--- src/hw/rtl/abc_pkg.sv ---
// Shared widths, codes and helpers for the adaptive batch coalescer.
`timescale 1ns / 1ps
`default_nettype none

package abc_pkg;

  localparam int unsigned THR_W     = 11;
  localparam int unsigned FLIGHT_W  = 16;
  localparam int unsigned BASE_W    = 32;
  localparam int unsigned HANDLE_W  = 16;
  localparam int unsigned CMD_W     = 2;
  localparam int unsigned THREADS_W = 9;
  localparam int unsigned PROD_W    = THR_W + FLIGHT_W;

  localparam int unsigned MAX_BATCH     = 1024;
  localparam int unsigned MAX_IN_FLIGHT = 65535;
  localparam int unsigned THR_STEP      = 4;

  localparam int unsigned RESET_INIT_THR = 16;
  localparam int unsigned RESET_CAPACITY = 257;
  localparam int unsigned RESET_THREADS  = 1;

  typedef enum logic [CMD_W-1:0] {
    CMD_ADD     = 2'd0,
    CMD_RECYCLE = 2'd1,
    CMD_FLUSH   = 2'd2
  } cmd_t;

  typedef enum logic [1:0] {
    REG_COLLECTOR = 2'd0,
    REG_INIT_THR  = 2'd1,
    REG_CAPACITY  = 2'd2,
    REG_THREADS   = 2'd3
  } reg_idx_t;

  // Zero maps to one, anything above the largest batch saturates.
  function automatic logic [THR_W-1:0] clamp_initial(input logic [THR_W-1:0] v);
    logic [THR_W-1:0] r;
    r = v;
    if (v == '0) r = THR_W'(1);
    else if (v > THR_W'(MAX_BATCH)) r = THR_W'(MAX_BATCH);
    return r;
  endfunction

endpackage

`default_nettype wire

--- src/hw/rtl/adaptive_batch_coalescer.sv ---
// Top level of the adaptive batch coalescer: sequencer, state and register port.
`timescale 1ns / 1ps
`default_nettype none

//  channel | signals                                  | direction | transfer when
//  --------+------------------------------------------+-----------+----------------------
//  input   | in_valid/in_ready, cmd, item_handle, urg | in        | in_valid & in_ready
//  result  | out_valid/out_ready, slot_*, dispatch_*  | out       | out_valid & out_ready
//  config  | psel, penable, pwrite, paddr, pwdata     | in        | psel&penable&pwrite
//
//  Add without dispatch, empty flush and the unused command go straight to the result state.
//  Dispatch or recycle add start, divider load, divide, done and update steps before the result,
//  and the next item waits for them; the shared divider retires one bit per cycle of the
//  27-bit product threshold * in_flight.
//  in_ready is high only while the sequencer idles; a held result in the output
//  register does not block the next transfer, only the hand-over of a new result.
//  Synchronous reset loads register defaults and state; no clearing pass.

module adaptive_batch_coalescer
  import abc_pkg::*;
(
  input  wire logic                 clk,
  input  wire logic                 rst,
  // input channel
  input  wire logic                 in_valid,
  output logic                      in_ready,
  input  wire logic [CMD_W-1:0]     cmd,
  input  wire logic [HANDLE_W-1:0]  item_handle,
  input  wire logic                 urgent,
  // result channel
  output logic                      out_valid,
  input  wire logic                 out_ready,
  output logic                      slot_valid,
  output logic [THR_W-1:0]          slot_index,
  output logic [HANDLE_W-1:0]       item_echo,
  output logic                      dispatched,
  output logic [BASE_W-1:0]         dispatch_base,
  output logic [THR_W-1:0]          dispatch_count,
  output logic                      dispatch_urgent,
  output logic [THR_W-1:0]          threshold_now,
  output logic [FLIGHT_W-1:0]       batches_in_flight,
  // register port
  input  wire logic                 psel,
  input  wire logic                 penable,
  input  wire logic                 pwrite,
  input  wire logic [3:0]           paddr,
  input  wire logic [31:0]          pwdata,
  output logic [31:0]               prdata,
  output logic                      pready
);

  typedef enum logic [2:0] {
    S_IDLE,
    S_START,
    S_DIV,
    S_UPD,
    S_FIN
  } state_t;

  state_t state;

  // configuration
  logic                 collector;
  logic [THR_W-1:0]     init_thr;
  logic [THR_W-1:0]     capacity;
  logic [THREADS_W-1:0] threads;

  // coalescer state
  logic [THR_W-1:0]     fill;
  logic [THR_W-1:0]     open_thr;
  logic [THR_W-1:0]     mgr;
  logic [FLIGHT_W-1:0]  in_flight;
  logic [BASE_W-1:0]    open_base;

  // result being built for the item in work
  logic                 res_slot_valid;
  logic [THR_W-1:0]     res_slot;
  logic [HANDLE_W-1:0]  res_echo;
  logic                 res_disp;
  logic [BASE_W-1:0]    res_base;
  logic [THR_W-1:0]     res_count;
  logic                 res_urg;

  // divider hook-up
  logic                 div_start;
  logic [PROD_W-1:0]    div_dividend;
  logic [THREADS_W-1:0] div_divisor;
  logic [PROD_W-1:0]    div_quot;
  logic                 div_done;

  logic                 cfg_write;
  reg_idx_t             cfg_idx;
  logic                 acc;
  cmd_t                 cmd_c;
  logic [THR_W-1:0]     fill_inc;
  logic                 acc_disp;
  logic [THR_W-1:0]     acc_count;
  logic                 acc_urg;
  logic                 raise_ok;
  logic [THR_W:0]       rnd;
  logic [THR_W:0]       rnd_up;
  logic [THR_W-1:0]     raise_val;
  logic                 lower_ok;
  logic [THR_W-1:0]     lower_val;

  assign pready    = 1'b1;
  assign cfg_idx   = reg_idx_t'(paddr[3:2]);
  assign cfg_write = psel && penable && pwrite;
  assign in_ready  = (state == S_IDLE);
  assign acc       = in_valid && in_ready;
  assign cmd_c     = cmd_t'(cmd);
  assign fill_inc  = fill + THR_W'(1);

  always_comb begin
    case (cfg_idx)
      REG_COLLECTOR: prdata = 32'(collector);
      REG_INIT_THR:  prdata = 32'(init_thr);
      REG_CAPACITY:  prdata = 32'(capacity);
      REG_THREADS:   prdata = 32'(threads);
      default:       prdata = '0;
    endcase
  end

  // What an accepted item does to the open batch.
  always_comb begin
    acc_disp  = 1'b0;
    acc_count = fill;
    acc_urg   = 1'b0;
    case (cmd_c)
      CMD_ADD: begin
        acc_count = fill_inc;
        if (fill_inc >= open_thr) begin
          acc_disp = 1'b1;
          acc_urg  = urgent;
        end
      end
      CMD_FLUSH: acc_disp = (fill != '0);
      default:   acc_disp = 1'b0;
    endcase
  end

  // Threshold adaptation from the scaled value n = mgr * in_flight / threads.
  always_comb begin
    raise_ok  = !collector && (div_quot < PROD_W'(capacity))
                && ({1'b0, div_quot} > (PROD_W + 1)'(mgr) + (PROD_W + 1)'(THR_STEP));
    // n is below capacity here, so its low bits carry it whole
    rnd       = {1'b0, div_quot[THR_W-1:0]} + (THR_W + 1)'(THR_STEP - 1);
    rnd_up    = {rnd[THR_W:2], 2'b00};
    raise_val = (rnd_up > (THR_W + 1)'(MAX_BATCH)) ? THR_W'(MAX_BATCH) : rnd_up[THR_W-1:0];
    lower_ok  = !collector && (div_quot > PROD_W'(THR_STEP))
                && (({1'b0, div_quot} + (PROD_W + 1)'(THR_STEP)) < (PROD_W + 1)'(mgr));
    lower_val = {div_quot[THR_W-1:2], 2'b00};
  end

  assign div_start    = (state == S_START);
  assign div_dividend = PROD_W'(mgr) * PROD_W'(in_flight);
  assign div_divisor  = (threads == '0) ? THREADS_W'(1) : threads;

  abc_divider #(
    .DIVIDEND_W (PROD_W),
    .DIVISOR_W  (THREADS_W)
  ) u_div (
    .clk      (clk),
    .rst      (rst),
    .start    (div_start),
    .dividend (div_dividend),
    .divisor  (div_divisor),
    .quotient (div_quot),
    .done     (div_done)
  );

  always_ff @(posedge clk) begin
    if (rst) begin
      state     <= S_IDLE;
      out_valid <= 1'b0;
      collector <= 1'b0;
      init_thr  <= THR_W'(RESET_INIT_THR);
      capacity  <= THR_W'(RESET_CAPACITY);
      threads   <= THREADS_W'(RESET_THREADS);
      fill      <= '0;
      open_thr  <= clamp_initial(THR_W'(RESET_INIT_THR));
      mgr       <= clamp_initial(THR_W'(RESET_INIT_THR));
      in_flight <= '0;
      open_base <= '0;
    end else begin
      // a result handed over in S_FIN takes the output register itself
      if (out_valid && out_ready && state != S_FIN) out_valid <= 1'b0;

      // register writes must come only while the block is idle; the block does not enforce this
      if (cfg_write) begin
        case (cfg_idx)
          REG_COLLECTOR: collector <= pwdata[0];
          REG_INIT_THR: begin
            init_thr <= pwdata[THR_W-1:0];
            open_thr <= clamp_initial(pwdata[THR_W-1:0]);
            mgr      <= clamp_initial(pwdata[THR_W-1:0]);
          end
          REG_CAPACITY:  capacity <= pwdata[THR_W-1:0];
          REG_THREADS:   threads  <= pwdata[THREADS_W-1:0];
          default:       collector <= collector;
        endcase
      end

      case (state)
        S_IDLE: begin
          if (acc) begin
            res_slot_valid <= (cmd_c == CMD_ADD);
            res_slot       <= (cmd_c == CMD_ADD) ? fill : '0;
            res_echo       <= (cmd_c == CMD_ADD) ? item_handle : '0;
            res_disp       <= acc_disp;
            res_base       <= acc_disp ? open_base : '0;
            res_count      <= acc_disp ? acc_count : '0;
            res_urg        <= acc_disp && acc_urg;
            if (acc_disp) begin
              // new batch opens on the manager threshold before adaptation
              fill      <= '0;
              open_base <= open_base + BASE_W'(open_thr);
              open_thr  <= mgr;
            end else if (cmd_c == CMD_ADD) begin
              fill <= fill_inc;
            end
            state <= (acc_disp || cmd_c == CMD_RECYCLE) ? S_START : S_FIN;
          end
        end
        S_START: state <= S_DIV;
        S_DIV: begin
          if (div_done) state <= S_UPD;
        end
        S_UPD: begin
          if (res_disp) begin
            if (raise_ok) mgr <= raise_val;
            if (in_flight != FLIGHT_W'(MAX_IN_FLIGHT)) in_flight <= in_flight + FLIGHT_W'(1);
          end else begin
            if (lower_ok) mgr <= lower_val;
            if (in_flight != '0) in_flight <= in_flight - FLIGHT_W'(1);
          end
          state <= S_FIN;
        end
        S_FIN: begin
          if (!out_valid || out_ready) begin
            out_valid         <= 1'b1;
            slot_valid        <= res_slot_valid;
            slot_index        <= res_slot;
            item_echo         <= res_echo;
            dispatched        <= res_disp;
            dispatch_base     <= res_base;
            dispatch_count    <= res_count;
            dispatch_urgent   <= res_urg;
            threshold_now     <= mgr;
            batches_in_flight <= in_flight;
            state             <= S_IDLE;
          end
        end
        default: state <= S_IDLE;
      endcase
    end
  end

  // manager threshold stays within one and the largest batch
  a_mgr_range: assert property (@(posedge clk) disable iff (rst)
    (mgr != '0) && (mgr <= THR_W'(MAX_BATCH)))
    else $error("manager threshold out of range");

  // every accepted transfer takes ready low in the cycle after it
  a_busy_after_accept: assert property (@(posedge clk) disable iff (rst)
    acc |=> !in_ready)
    else $error("ready held across an accepted transfer");

  // in-flight count moves by at most one per step
  a_flight_step: assert property (@(posedge clk) disable iff (rst)
    !$past(rst) |-> (in_flight == $past(in_flight))
      || (in_flight == $past(in_flight) + FLIGHT_W'(1))
      || (in_flight == $past(in_flight) - FLIGHT_W'(1)))
    else $error("in-flight count jumped");

  // the divider finishes only while the sequencer waits on it
  a_div_done_state: assert property (@(posedge clk) disable iff (rst)
    div_done |-> (state == S_DIV))
    else $error("divider finished outside its wait state");

endmodule

`default_nettype wire

--- src/hw/rtl/abc_divider.sv ---
// Restoring divider, one quotient bit per cycle.
`timescale 1ns / 1ps
`default_nettype none

module abc_divider
  import abc_pkg::*;
#(
  parameter int unsigned DIVIDEND_W = PROD_W,
  parameter int unsigned DIVISOR_W  = THREADS_W
) (
  input  wire logic                  clk,
  input  wire logic                  rst,
  input  wire logic                  start,
  input  wire logic [DIVIDEND_W-1:0] dividend,
  input  wire logic [DIVISOR_W-1:0]  divisor,
  output logic [DIVIDEND_W-1:0]      quotient,
  output logic                       done
);

  localparam int unsigned CNT_W = (DIVIDEND_W > 1) ? $clog2(DIVIDEND_W) : 1;

  logic                 busy;
  logic [CNT_W-1:0]     cnt;
  logic [DIVISOR_W-1:0] rem;
  logic [DIVISOR_W-1:0] dvs;
  logic [DIVISOR_W:0]   rem_sh;
  logic                 fits;
  logic [DIVISOR_W:0]   rem_sub;

  always_comb begin
    rem_sh  = {rem, quotient[DIVIDEND_W-1]};
    fits    = rem_sh >= {1'b0, dvs};
    rem_sub = rem_sh - {1'b0, dvs};
  end

  always_ff @(posedge clk) begin
    if (rst) begin
      busy <= 1'b0;
      done <= 1'b0;
      cnt  <= '0;
    end else begin
      done <= 1'b0;
      if (start) begin
        busy     <= 1'b1;
        cnt      <= '0;
        rem      <= '0;
        dvs      <= divisor;
        quotient <= dividend;
      end else if (busy) begin
        rem      <= fits ? rem_sub[DIVISOR_W-1:0] : rem_sh[DIVISOR_W-1:0];
        quotient <= {quotient[DIVIDEND_W-2:0], fits};
        cnt      <= cnt + CNT_W'(1);
        if (cnt == CNT_W'(DIVIDEND_W - 1)) begin
          busy <= 1'b0;
          done <= 1'b1;
        end
      end
    end
  end

endmodule

`default_nettype wire

--- config.mk ---
export PLATFORM = sky130hd
export DESIGN_NAME = adaptive_batch_coalescer
export DESIGN_NICKNAME = d
export VERILOG_FILES = /design/src/hw/rtl/abc_pkg.sv /design/src/hw/rtl/adaptive_batch_coalescer.sv /design/src/hw/rtl/abc_divider.sv
export SDC_FILE = /design/constraint.sdc
export NUM_CORES = 1
export LEC_CHECK = 0
export CAP_MARGIN = 25
export CORE_ASPECT_RATIO = 1.2
export CORE_MARGIN = 2
export CORE_UTILIZATION = 58
export DETAILED_ROUTE_END_ITERATION = 8
export DONT_BUFFER_PORTS = 1
export GPL_TIMING_DRIVEN = 0
export MAX_ROUTING_LAYER = met4
export PLACE_DENSITY_LB_ADDON = 0.2
export SYNTH_ARGS = -nofsm -noshare
export SYNTH_HDL_FRONTEND = slang
export SYNTH_SLANG_ARGS = --single-unit
export TNS_END_PERCENT = 5
--- constraint.sdc ---
create_clock -name clk -period 8.95 [get_ports clk]
set_clock_uncertainty 0.2 [all_clocks]
set_input_delay 0.4475 -clock clk [delete_from_list [all_inputs] [get_ports clk]]
set_output_delay 0.4475 -clock clk [all_outputs]
set_load 0.005 [all_outputs]
======== Word-level counts from Yosys, hierarchy flattened ========
Cells that the tools add are included.
storage, ports and cells
  register bits ........................... 342
  bits of input ports ..................... 62
cells by class
  add/sub/neg operators ................... 9
  $mul .................................... 1
  $lt $le $gt $ge ......................... 8
  eq/ne operators ......................... 16
  muxes and demuxes ....................... 40
  bitwise operators ....................... 2
  reduce and logical (&&, ||, !) cells .... 37
operator list
  kind                   count
  $mux 11                16
  $pmux 32 s4            1
  $mux 27                2
  $mux 16                3
  $add 32x11->32         1
  $add 27x3->28 const B  1
  $lt 28x11->1           1
  $gt 27x12->1           1
  $gt 27x3->1 const B    1
  $lt 27x11->1           1
  $mul 11x16->27         1
  $mux 9                 2
  $add 16x1->16 const B  1
  $ne 16x16->1 const B   1
  $reduce_bool 16->1     1
  $sub 16x1->16 const B  1
  $pmux 3 s5             1
  $reduce_and 3->1       5
  $reduce_and 2->1       7
  $add 11x2->12 const B  1
  $add 11x3->12 const B  1
  $gt 12x11->1 const B   1
  $mux 3                 4
  $add 11x1->11 const B  1
  28 further kinds       57

======== Logic depth before layout (Yosys ltp) ========
  word-level depth ........................ 8
  gate-level depth with buffers ........... 23

======== Cells and area by module ========
Synthesis repeated with hierarchy kept, for this count alone.
unflattened totals
  cell total of the unflattened synthesis .. 2,266
  area, all modules ....................... 22,527.9 um2
modules (own cells, without submodules)
  module                    instances  cells an instance  area each (um2)  sequential area each (um2)
  adaptive_batch_coalescer  1          2,077              19,937.9         7,537.2
  abc_divider               1          189                2,590.0          1,491.4

======== Least setup slack after synthesis ========
Ideal clock, no wire load.
  path type ............................... input to register
  from .................................... input port rst
  to ...................................... register batches_in_flight[0], enable pin
  arrival ................................. 8,152 ps
  setup slack ............................. -104 ps
  cell stages on the path ................. 3
  path buffers ............................ 2
  cells stage by stage .................... clkbuf_1 > clkbuf_1 > nor3b_1
on the way
  word-level cells in the longest chain between the ends .. 2
RTL lines
  what                               line                             text
  from (decl)                        adaptive_batch_coalescer.sv:23   input wire logic rst,
  $not 1->1 (no source line)         --
  $reduce_and 3->1 (no source line)  --
  to (signal assigned)               adaptive_batch_coalescer.sv:250  batches_in_flight <= in_flight;
  to (decl)                          adaptive_batch_coalescer.sv:41   output logic [FLIGHT_W-1:0] batches_in_flight,
No other way between the ends.
A chain may end at the register's enable or synchronous reset.

======== Worst setup path in the final report ========
  from .................................... register mgr[10]
  to ...................................... register u_div.quotient[25] (data pin)
on the way
  word-level cells in the longest chain between the ends .. 2
RTL lines
  what                    line                             text
  from (decl)             adaptive_batch_coalescer.sv:71   logic [THR_W-1:0] mgr;
  from (signal assigned)  adaptive_batch_coalescer.sv:182  mgr <= clamp_initial(THR_W'(RESET_INIT_THR));
  from (signal assigned)  adaptive_batch_coalescer.sv:196  mgr <= clamp_initial(pwdata[THR_W-1:0]);
  from (signal assigned)  adaptive_batch_coalescer.sv:231  if (raise_ok) mgr <= raise_val;
  $mul 11x16->27          adaptive_batch_coalescer.sv:156  assign div_dividend = PROD_W'(mgr) * PROD_W'(in_flight);
  $mux 27                 abc_divider.sv:43                if (start) begin
  to (signal assigned)    abc_divider.sv:48                quotient <= dividend;
  to (signal assigned)    abc_divider.sv:51                quotient <= {quotient[DIVIDEND_W-2:0], fits};
  to (decl)               abc_divider.sv:16                output logic [DIVIDEND_W-1:0] quotient,
No other way between the ends.

==> impl_metrics.toml <==
[run_status]
status = "finished, final reports clean"

[timing]
holdWs_ns = 0.0199
post-route-period-util = 0.802
setup_viol = 0
hold_viol_final = 0
worst_slew_pin_slew_ns = 0.914
rsz0062_at_grt = "no"
drv_slew = 0
tns_ns = 0
relSlewSlack = 0.391
timing.final.crit_period_ns = 7.17
max_freq_mhz = 139

[finish]
final_cell_mix = "nand2_1 (252), inv_1 (226), edfxtp_1 (218)"
area_delta_synth_final_pct = 10.5
seqCellArea_sq_um = 9030
layout.nets = 2712
nFillCells = 3074
multi_input_area_sq_um = 12100
drive_gt1_frac = 0.0554
mostFrequentLayoutCell = "nand2_1"

[synthesis]
ys.flop_type = "edfxtp_1"
syn_area_sq_um = 22600
yosysUniqueCellTypes = 82
async_reset_ff_frac = 0
synth-seq-cells = 342
syn_area_per_cell_sq_um = 9.90
synth-seq-area-share = 0.400
synth_edf_count = 218
ys_warn_count = 0
synthCells = 2279

[clock_network]
clock-root-buffer = "clkbuf_16"
clock_sinks = 342
clk_latency_ns = 0.53
clkTransAtPathRegs_ns = 0.07
tritoncts = "done"
post_cts_buffers = 0
clk_path_buf_depth = 3
cts_resized = 0
cts_htree_levels = 2
cts_buffers = 34

[grt]
grt_overflow = 0
grtUsageTotal = 0.299
grt_first_pass_wirelength_microns = 91100
grt_pass1_vias = 16900
grt_max_degree = 35
antenna_found_initial = 0

[critical_path]
start_kind = "flip-flop"
path_cells = "clkbuf_1 > clkbuf_1 > nand2_1 > fa_1 > fa_1 > inv_1 > fa_1 > fa_1 > inv_1 > fa_1 > inv_1 > ha_1 > nand3_1 > a211oi_1 > o21ai_0 > a21oi_1 > o211ai_1 > a21boi_0 > o21a_1 > o31ai_1"
slowest_stage = "clkbuf_1"
rr_worst_depth = 20
critPathKind = "flip-flop to flip-flop"
crit_start = "mgr[10]"
r2r_slack_ns = 1.78
crit_fanout = 10
critPathMostFrequentCell = "fa_1"
crit_path_end_kind = "flip-flop"
cp.arrival_ns = 7.22
max_stage_delay_ns = 0.62
cp.required_ns = 9.00
r2r_end = "u_div.quotient[25]"
r2r_start = "mgr[10]"

[place]
dp_hpwl_microns = 42900
gp_congestion = 0.974
portBuffers = 0

[floorplanning]
ios = 197
start_util = 0.585
core.rowCount = 79
die_h_microns = 220
dieArea_sq_um = 40500
die_x_microns = 184
core_sq_um = 38500

[min_path]
hold_path_depth = 2
min_path_type = "input pin to flip-flop"
holdPathEnd = "open_thr[8]"
min-delay-start = "pwdata[8]"

[flow_run]
cap_violations = 0

[power]
vdd_drop_max_v = 0.000124
power_density_nw_per_um2 = 140
power_leakage_nw = 10.3

[detailed_routing]
ant_nets = 0
route.vias.total = 16900
vias_per_cell = 5.86
dr.pass1.iters = 5
drt_iter0_markers = 1197
drc_errors = 0
avgRoutedWirePerCell_microns = 19.9
routed_wl_microns = 57500
[through the flow]
step,utilization,setup slack [ns],cell area [sq um],cells,total power (W)
final,0.647,1.78,24900,2887,0.00349
after global routing,0.647,1.51,24900,2886,0.00360
after CTS,0.647,1.83,24900,2886,0.00350
after detailed placement,0.608,1.83,23400,2794,0.00198
after global placement,0.603,1.80,23200,2785,0.00197
after floorplan,-,3.11,22600,2299,0.00192
[worst max-delay path by stage]
stage | cells past startpoint | slack [ns] | endpoint
finish | 20 | 1.78 | u_div.quotient[25]
CTS | 21 | 1.83 | u_div.quotient[26]
global placement | 3 | 1.80 | batches_in_flight[8]
detailed placement | 21 | 1.83 | u_div.quotient[26]
global route | 20 | 1.51 | u_div.quotient[25]
floorplan | 21 | 3.11 | u_div.quotient[17]
[cells by family after synthesis]
| family | share of synthesized area |
|---|---|
| adders and majority gates | 0.196 |
| buffers and inverters | 0.0675 |
| AOI/OAI and AO/OA | 0.103 |
| and+or+nand+nor | 0.174 |
| xor gates and xnor gates | 0.0439 |
| DFF | 0.400 |
| muxes | 0.0153 |
| other | 0.000333 |
[per-layer routing]
layer / global-route usage / share of wire
met1: 0.351 / 0.39
met2: 0.508 / 0.50
met4: 0.150 / 0.054
met3: 0.0385 / 0.054
met5: - / 0
[critical path, delay by kind of cell, from the launching register on]
kind                       cells  cell delay, ns
DFF                            1            0.35
adders and majority gates      6            3.07
buffers and inverters          5            1.39
and+or+nand+nor                2            0.40
AOI/OAI and AO/OA              7            1.47
[power by group]
| group | total (W) | switching (W) | internal (W) | leakage, nW |
|---|---|---|---|---|
| clock network | 0.00152 | 0.000605 | 0.000918 | 0.579 |
| registers | 0.00175 | 0.0000263 | 0.00172 | 3.04 |
| logic | 0.000217 | 0.000138 | 0.0000789 | 6.66 |
| total | 0.00349 | 0.000769 | 0.00272 | 10.3 |
[registers in the layout, indices dropped and copies added (netlist names), 16 cells and up]
signal	cells
batches_in_flight	16
dispatch_base	32
in_flight	16
item_echo	16
open_base	32
res_base	32
res_echo	16
u_div.quotient	27
[area by class of cell]
cell class / count / area share
Clock buffer: 45 / 0.0375
Tap cell: 486 / 0.0244
Timing Repair Buffer: 39 / 0.0185
Clock inverter: 17 / 0.0106
Inverter: 228 / 0.0343
Antenna cell: 1 / 0.000100
Buffer: 144 / 0.0267
Sequential cell: 342 / 0.362
Multi-Input combinational cell: 1585 / 0.486
[synth_stat cells, drive strengths merged, types with 10 or more instances]
cell type / n / area [sq um]
a21oi: 105 / 529
nand4: 30 / 203
nor4: 27 / 181
nand3: 31 / 160
a22o: 10 / 87.6
and3: 48 / 305
xor2: 41 / 359
nand3b: 11 / 82.6
a211oi: 26 / 200
o31ai: 12 / 90.1
nor2: 161 / 604
nor2b: 14 / 87.6
a22oi: 10 / 75.1
o211ai: 12 / 90.1
o21ai: 72 / 360
fa: 128 / 2560
and2: 117 / 732
edfxtp: 218 / 6550
a21o: 33 / 248
nand2b: 14 / 87.6
a221oi: 14 / 123
nand2: 253 / 957
dfxtp: 124 / 2480
mux2i: 22 / 220
inv: 226 / 848
xnor2: 72 / 631
ha: 148 / 1850
nor3: 40 / 205
clkbuf: 104 / 390
buf: 40 / 275
[repair_timing]
item | 4_1_cts | 5_1_grt
hold endpoints to repair | 56 | 0
hold buffers | 30 | 0
setup endpoints to repair | 0 | 0
(Power assumes the default switching activity.)
